`src/rtl/evs_pkg.sv`:
```
// ----------------------------------------------------------------------------
// EEVDF scheduler package
// Shared sizes, command codes and the controller/datapath interface types.
// ----------------------------------------------------------------------------
package evs_pkg;

  localparam int NUM_TASKS = 64;
  localparam int TASK_AW   = $clog2(NUM_TASKS);
  localparam int CNT_W     = $clog2(NUM_TASKS + 1);

  // charge dividend is runtime (48) times weight total (23)
  localparam int DIV_W  = 71;
  localparam int DIV_CW = $clog2(DIV_W + 1);

  localparam logic [1:0] KIND_ENQ  = 2'd0;
  localparam logic [1:0] KIND_DEQ  = 2'd1;
  localparam logic [1:0] KIND_CHG  = 2'd2;
  localparam logic [1:0] KIND_PICK = 2'd3;

  localparam logic [1:0] STS_DONE  = 2'd0;
  localparam logic [1:0] STS_IGN   = 2'd1;
  localparam logic [1:0] STS_EMPTY = 2'd2;

  localparam logic CFG_SLICE = 1'b0;
  localparam logic CFG_LAT   = 1'b1;

  localparam logic [31:0] SLICE_RST = 32'd1024000000;
  localparam logic [31:0] LAT_RST   = 32'd1000000;

  typedef struct packed {
    logic load_in;
    logic rd_scan;
    logic rd_best;
    logic scan_init;
    logic dec;
    logic enq_dec;
    logic enq_fin;
    logic deq_do;
    logic mul_lo;
    logic mul_hi;
    logic div_start;
    logic div_chg;
    logic chg_fin;
    logic pick_sel;
    logic pick_do;
    logic set_ign;
    logic set_empty;
    logic out_load;
  } dp_cmd_t;

  typedef struct packed {
    logic [1:0] kind;
    logic       id_ok;
    logic       queued;
    logic       w_in_zero;
    logic       wt_zero;
    logic       div_done;
    logic       scan_done;
    logic       pick_found;
  } dp_sts_t;

endpackage

```
`src/rtl/evs_ctrl.sv`:
```
// ----------------------------------------------------------------------------
// EEVDF scheduler controller
// Sequences one command at a time through the datapath and the handshakes.
// ----------------------------------------------------------------------------
module evs_ctrl (
  input  logic               clk,
  input  logic               rst_n,
  input  logic               in_valid,
  output logic               in_stall,
  output logic               out_valid,
  input  logic               out_stall,
  input  evs_pkg::dp_sts_t   sts,
  output evs_pkg::dp_cmd_t   cmd
);

  typedef enum logic [3:0] {
    S_IDLE, S_RD, S_DEC, S_DIV, S_ENQ_FIN, S_MUL_LO, S_MUL_HI, S_DIV_GO,
    S_CHG_FIN, S_SCAN, S_PICK_SEL, S_PICK_RD, S_PICK_DO, S_OUT
  } state_t;

  state_t state_r, state_nxt;
  logic   out_valid_r, out_valid_nxt;

  always_comb begin
    state_nxt = state_r;
    cmd       = '0;
    unique case (state_r)
      S_IDLE: begin
        if (in_valid) begin
          cmd.load_in = 1'b1;
          state_nxt   = S_RD;
        end
      end
      S_RD: state_nxt = S_DEC;
      S_DEC: begin
        if (sts.kind == evs_pkg::KIND_PICK) begin
          cmd.scan_init = 1'b1;
          state_nxt     = S_SCAN;
        end else if (!sts.id_ok) begin
          cmd.set_ign = 1'b1;
          state_nxt   = S_OUT;
        end else begin
          unique case (sts.kind)
            evs_pkg::KIND_ENQ: begin
              if (sts.queued) begin
                cmd.set_ign = 1'b1;
                state_nxt   = S_OUT;
              end else begin
                cmd.dec     = 1'b1;
                cmd.enq_dec = 1'b1;
                if (sts.w_in_zero) begin
                  state_nxt = S_OUT;
                end else begin
                  cmd.div_start = 1'b1;
                  state_nxt     = S_DIV;
                end
              end
            end
            evs_pkg::KIND_DEQ: begin
              if (sts.queued) begin
                cmd.deq_do = 1'b1;
              end else begin
                cmd.set_ign = 1'b1;
              end
              state_nxt = S_OUT;
            end
            default: begin
              cmd.dec   = 1'b1;
              state_nxt = sts.wt_zero ? S_OUT : S_MUL_LO;
            end
          endcase
        end
      end
      S_MUL_LO: begin
        cmd.mul_lo = 1'b1;
        state_nxt  = S_MUL_HI;
      end
      S_MUL_HI: begin
        cmd.mul_hi = 1'b1;
        state_nxt  = S_DIV_GO;
      end
      S_DIV_GO: begin
        cmd.div_start = 1'b1;
        cmd.div_chg   = 1'b1;
        state_nxt     = S_DIV;
      end
      S_DIV: begin
        if (sts.div_done) begin
          state_nxt = (sts.kind == evs_pkg::KIND_ENQ) ? S_ENQ_FIN : S_CHG_FIN;
        end
      end
      S_ENQ_FIN: begin
        cmd.enq_fin = 1'b1;
        state_nxt   = S_OUT;
      end
      S_CHG_FIN: begin
        cmd.chg_fin = 1'b1;
        state_nxt   = S_OUT;
      end
      S_SCAN: begin
        cmd.rd_scan = 1'b1;
        if (sts.scan_done) begin
          state_nxt = S_PICK_SEL;
        end
      end
      S_PICK_SEL: begin
        if (sts.pick_found) begin
          cmd.pick_sel = 1'b1;
          state_nxt    = S_PICK_RD;
        end else begin
          cmd.set_empty = 1'b1;
          state_nxt     = S_OUT;
        end
      end
      S_PICK_RD: begin
        cmd.rd_best = 1'b1;
        state_nxt   = S_PICK_DO;
      end
      S_PICK_DO: begin
        cmd.pick_do = 1'b1;
        state_nxt   = S_OUT;
      end
      S_OUT: begin
        // hold until the output slot is free
        if (!out_valid_r || !out_stall) begin
          cmd.out_load = 1'b1;
          state_nxt    = S_IDLE;
        end
      end
      default: state_nxt = S_IDLE;
    endcase
    out_valid_nxt = (out_valid_r & out_stall) | cmd.out_load;
  end

  always_ff @(posedge clk) begin
    if (!rst_n) begin
      state_r     <= S_IDLE;
      out_valid_r <= 1'b0;
    end else begin
      state_r     <= state_nxt;
      out_valid_r <= out_valid_nxt;
    end
  end

  assign in_stall  = (state_r != S_IDLE);
  assign out_valid = out_valid_r;

endmodule

```
`config.mk`:
```
export PLATFORM = sky130hd
export DESIGN_NAME = evs_ctrl
export DESIGN_NICKNAME = d
export VERILOG_FILES = /design/src/rtl/evs_pkg.sv /design/src/rtl/evs_ctrl.sv
export SDC_FILE = /design/constraint.sdc
export NUM_CORES = 1
export LEC_CHECK = 0
export BUFFER_PORTS_ARGS = -buffer_cell sky130_fd_sc_hd__buf_2
export CORE_MARGIN = 2
export CORE_UTILIZATION = 45
export CTS_BUF_LIST = sky130_fd_sc_hd__clkbuf_2
export DETAILED_ROUTE_END_ITERATION = 16
export GPL_ROUTABILITY_DRIVEN = 0
export PLACE_DENSITY = 0.81
export SETUP_SLACK_MARGIN = 0.15
export SYNTH_ARGS = -nofsm -noshare
export SYNTH_HDL_FRONTEND = slang
export SYNTH_SLANG_ARGS = --single-unit
```
`constraint.sdc`:
```
create_clock -name clk -period 2.2 [get_ports clk]
set_clock_uncertainty 0.2 [all_clocks]
set_input_delay 0.44 -clock clk [delete_from_list [all_inputs] [get_ports clk]]
set_output_delay 0.44 -clock clk [all_outputs]
set_load 0.01 [all_outputs]
```
==> results of run 1 <==
-- worst max path at each step --
stage | start | to | cells after the start
global placement | sts[7] | cmd[7] | 5
floorplan | sts[7] | cmd[7] | 4
finish | sts[7] | cmd[7] | 5
detailed placement | sts[7] | cmd[7] | 5
CTS | state_r[3] | cmd[13] | 5
global route | sts[7] | cmd[7] | 5
-- state kept, by name, summed over array words and instances (netlist names) --
register and flops:
out_valid 1, state_r 4
-- power by group through the flow --
stage	clock, mW	combinational, mW	sequential (mW)
floorplan	0	0.393	0.160
global placement	0	0.583	0.139
detailed placement	0	0.598	0.142
CTS	0.0886	0.629	0.149
global route	0.0953	0.726	0.158
finish	0.0865	0.662	0.155
-- worst max-delay path, cell delays in order --
cell and delay, ns:
buf_6 0.09, or3_4 0.37, or3_4 0.34, o22ai_2 0.09, buf_2 0.14
-- metrics by stage --
step / total power [mW] / cell area [um2] / hold slack (ns)
floorplan: 0.5527 / 594.3 / 0.3487
global placement: 0.7227 / 792.0 / 0.3261
detailed placement: 0.7399 / 792.0 / 0.3382
CTS: 0.8668 / 854.6 / 0.2844
global route: 0.9798 / 892.1 / 0.2891
finish: 0.9037 / 892.1 / 0.2923
-- cell families after synthesis --
logic type	after synthesis
AO/OA/AOI/OAI	24
buffers and inverters	9
flip-flops	5
multiplexers	1
AND/OR/NAND/NOR	52
-- area by class of cell --
type                    count  area, um2
repair buffers             44      264.0
well taps                  15      18.77
clock inverters             1      5.005
inverters                   4      15.01
flip-flops and latches      5      100.1
multi-input cells          77      474.2
fillers                   115      360.3
clock buffers               3      15.01
-- cell usage after synthesis, types with 3 or more instances --
master    count  area [um2]
nand2_1      13       48.80
nor2b_1       4       25.02
clkbuf_1      4       15.01
nor2_1       14       52.55
a21oi_1       5       25.02
nor3_1        5       25.02
nand2b_1      4       25.02
o21ai_0       3       15.01
o22ai_1       3       18.77
dfxtp_1       5       100.1
inv_1         4       15.01
-- what timing repair did --
action | in CTS | in global routing
buffers inserted | 3 | 3
endpoints found under the setup margin | 6 | 7
gates resized for setup | 4 | 4
gates cloned | 0 | 0
pin swaps | 1 | 2
-- layer usage --
metal,routed length (um),global-route usage [%],vias to the layer above
met1,773,32.12,392
met5,0,0,-
met3,151,1.667,6
met4,38,14.66,0
met2,933,44.35,45
li1,-,-,418
==> results.toml, run 1 <==
[grt]
grt_max_degree = 17
grt_usage_pct = 26.09
grt-ovfl-total = 0
grt_pass1_wl_um = 2835
grt_pass1_vias = 667
antenna_found_initial = 0

[yosys]
synth_fa_ha_area_share_pct = 0
ys.flop_type = "dfxtp_1"
syn_inst = 91
synthXorXnorAreaFrac_pct = 0
synth_edf_count = 0
synth_top_family_by_area = "simple AND/OR/NAND/NOR gates"
synth_compound_gate_area_share_pct = 27.66
synth-simple-area-share_pct = 46.38
syn_nets = 104
syn_area_um2 = 588.1
synthArstFlopShare_pct = 0
synth_mux_area_share_pct = 1.915
syn_avg_cell_area_um2 = 6.462
ys_warn_count = 0
ys_ff_latch = 5
yosys.cell_types.count = 34
ys_seq_area_share_pct = 17.02

[power]
power_density_nw_per_um2 = 1013
p_int_uw = 452.8
pwr-share-seq_pct = 17.2
switchingPower_uw = 450.8
p_sw_share_pct = 49.89
comb_power_share_pct = 73.3
peakVddDrop_uv = 597.1
power_frac_clock_pct = 9.6
p_leak_nw = 0.4257

[floorplan]
num_rows = 13
die-area_um2 = 1612
die_h_um = 40.15
ios = 33
core_um2 = 1252
die_w_um = 40.15
start_util_pct = 46.95

[routing]
avgRoutedWirePerCell_um = 12.73
detail-route-antenna-nets = 0
drt_first_pass_iters = 4
wl_um = 1897
drc_errors = 0
viasPerCell = 5.779
drtIter0Drc = 26
vias = 861

[timing]
rsz0062_at_grt = "yes"
maxSlewHeadroom_pct = 72.19
final.setup.tns_ns = 0
fmaxAchievable_mhz = 469.9
layout_min_cycle_time_ns = 2.128
period_share_pct = 96.74
finalMaxSlewViolations = 0
layout_setup_ws_ns = 0.07170
setup_viol = 0
hold_viol = 0
tightest_slew_ns = 0.4158

[cts]
cts_tree = "done"
cts_buffers = 3
cts_buffer_depth = 2
clk_latency_ns = 0.24
cts.clk_slew.worst_paths_ns = 0.08
cts_hold_buffers = 0
h-tree-depth = 1
clock_sinks = 5
ctsRootBufferMaster = "clkbuf_2"

[final_layout]
fin_util_pct = 71.23
nets = 148
final_common_cell = "buf_2"
area_growth_pct = 51.70
diodes = 0
drive_above_1_share_pct = 43.28
final_cell_mix = "buf_2 (31), nor2_1 (14), nand2_1 (12), buf_4 (10)"
finalNonFillerCells = 149

[hold_path]
hp-start = "rst_n"
hold_path_depth = 3
whs_endpoint = "state_r[2]"
min_path_type = "in -> reg"

[critical_path]
critPathKind = "in -> out"
r2r_end = "state_r[1]"
regToRegSetupSlack_ns = 0.41
critical_path.max_fanout = 2
critPathCaptureType = "primary output"
r2r_cells = 5
cp-start-kind = "input port"
critPathArrivalTime_ns = 1.49
worstPathRequired_ns = 1.56
r2r-start = "state_r[1]"

[status]
status = "completed"

[placement]
dp.cells = 139
io_buffers = 32
place_ws_ns = 0.04126
dp.final_hpwl_um = 1342

[run]
max_cap_viol_count = 0
No activity file was read; power rests on OpenSTA's default activity.
==> run 2: changes to the inputs <==
Settings changed: PLACE_DENSITY 0.81 to default, PLACE_DENSITY_LB_ADDON from default to 0.05.
==> results.toml, run 2 (synthesis results as in run 1) <==
[status]
status = "completed"

[final_layout]
largest-register = "state_r"
multi_input_area_um2 = 464.2
nets = 145
final_common_cell = "buf_2"
fillers = 118
final_cell_mix = "buf_2 (30), nor2_1 (14), nand2_1 (13), buf_4 (9)"
seq_area_um2 = 100.1
largest_reg_flops = 4
diodes = 0
drive_above_1_share_pct = 40.46
fin_util_pct = 68.53
area_growth_pct = 45.96

[timing]
layout_setup_ws_ns = 0.08704
rsz0062_at_grt = "yes"
period_share_pct = 96.04
finalMaxSlewViolations = 0
layout_min_cycle_time_ns = 2.113
final.setup.tns_ns = 0
fmaxAchievable_mhz = 473.3
hold_viol = 0
tightest_slew_ns = 0.4134
setup_viol = 0
maxSlewHeadroom_pct = 72.36

[grt]
grt_pass1_wl_um = 2615
grt_pass1_vias = 654
grtUsageMet2_pct = 41.53
grt_usage_pct = 24.08
grt.met3_usage_pct = 6.667
grt_max_degree = 17
grt-ovfl-total = 0
busiest_layer = "met2"
met1_usage_pct = 28.62
antenna_found_initial = 0

[cts]
cts_buffers = 3
cts_tree = "done"
clock_sinks = 5
clk_latency_ns = 0.23
cts.clk_slew.worst_paths_ns = 0.07
h-tree-depth = 1
ctsRootBufferMaster = "clkbuf_2"
cts_buffer_depth = 2

[critical_path]
startpoint = "sts[7]"
crit_chain = "buf_6 > or3_4 > or3_4 > o22ai_2 > buf_2"
critPathMaxStageDelay_ns = 0.37
critical_path.max_fanout = 2
slowest_stage = "or3_4"
cp-start-kind = "input port"
critPathCaptureType = "primary output"
cpMostUsedCell = "or3_4"
worstPathRequired_ns = 1.56
critPathArrivalTime_ns = 1.47
r2r-start = "state_r[0]"
critPathKind = "in -> out"

[routing]
avgRoutedWirePerCell_um = 12.53
drtIter0Drc = 24
drt_first_pass_iters = 4
viasPerCell = 5.534
detail-route-antenna-nets = 0
vias = 808
drc_errors = 0
wl_um = 1829

[floorplan]
core_um2 = 1252
die_h_um = 40.15
die_w_um = 40.15
die-area_um2 = 1612
start_util_pct = 46.95
num_rows = 13
ios = 33

[placement]
io_buffers = 32
dp.final_hpwl_um = 1317
place_ws_ns = 0.04963

[hold_path]
hp-start = "rst_n"
min_path_type = "in -> reg"

[power]
peakVddDrop_uv = 974.8
power_density_nw_per_um2 = 1033
finalPower_uw = 886.2
p_leak_nw = 0.4085

[run]
max_cap_viol_count = 0
run 2: final timing paths:
path	end	slack [ns]	cells after the start
max	cmd[7]	0.09	5
min	state_r[0]	0.29	3
max reg2reg	state_r[3]	0.42	5
min reg2reg	out_valid	0.35	2
run 2: what timing repair did:
item,CTS,global route
endpoints found under the setup margin,6,6
gates resized for setup,2,2
hold buffers,0,0
buffers inserted,2,0
gates cloned,0,0
pin swaps,2,2
run 2: final cells by class:
cell class / instances / area share (%)
tap: 15 / 2.187
inverter: 4 / 1.749
sequential: 5 / 11.66
clock buffer: 4 / 2.332
timing repair buffer: 41 / 27.99
multi-input combinational: 77 / 54.08
run 2: power breakdown:
group,switching (mW),total (mW),internal (mW)
Combinational,0.387,0.648,0.261
Sequential,0.0243,0.148,0.124
Clock,0.0416,0.0898,0.0483
Total,0.453,0.886,0.433
run 2: worst max-delay path, delay by kind of cell:
kind            cells  cell delay [ns]
buf+inv             2             0.23
simple gates        2             0.71
compound gates      1             0.08
run 2: layer usage:
| metal | vias up | routed length [um] |
|---|---|---|
| li1 | 410 | - |
| met1 | 354 | 812 |
| met2 | 42 | 852 |
| met3 | 2 | 140 |
| met4 | 0 | 24 |
| met5 | - | 0 |
run 2: through the flow:
step,instances,hold WS (ns),cell area (um2)
floorplan,91,0.3487,594.3
global placement,140,0.3225,799.5
detailed placement,140,0.3412,799.5
CTS,146,0.2886,845.8
global route,146,0.2922,858.3
finish,146,0.2921,858.3
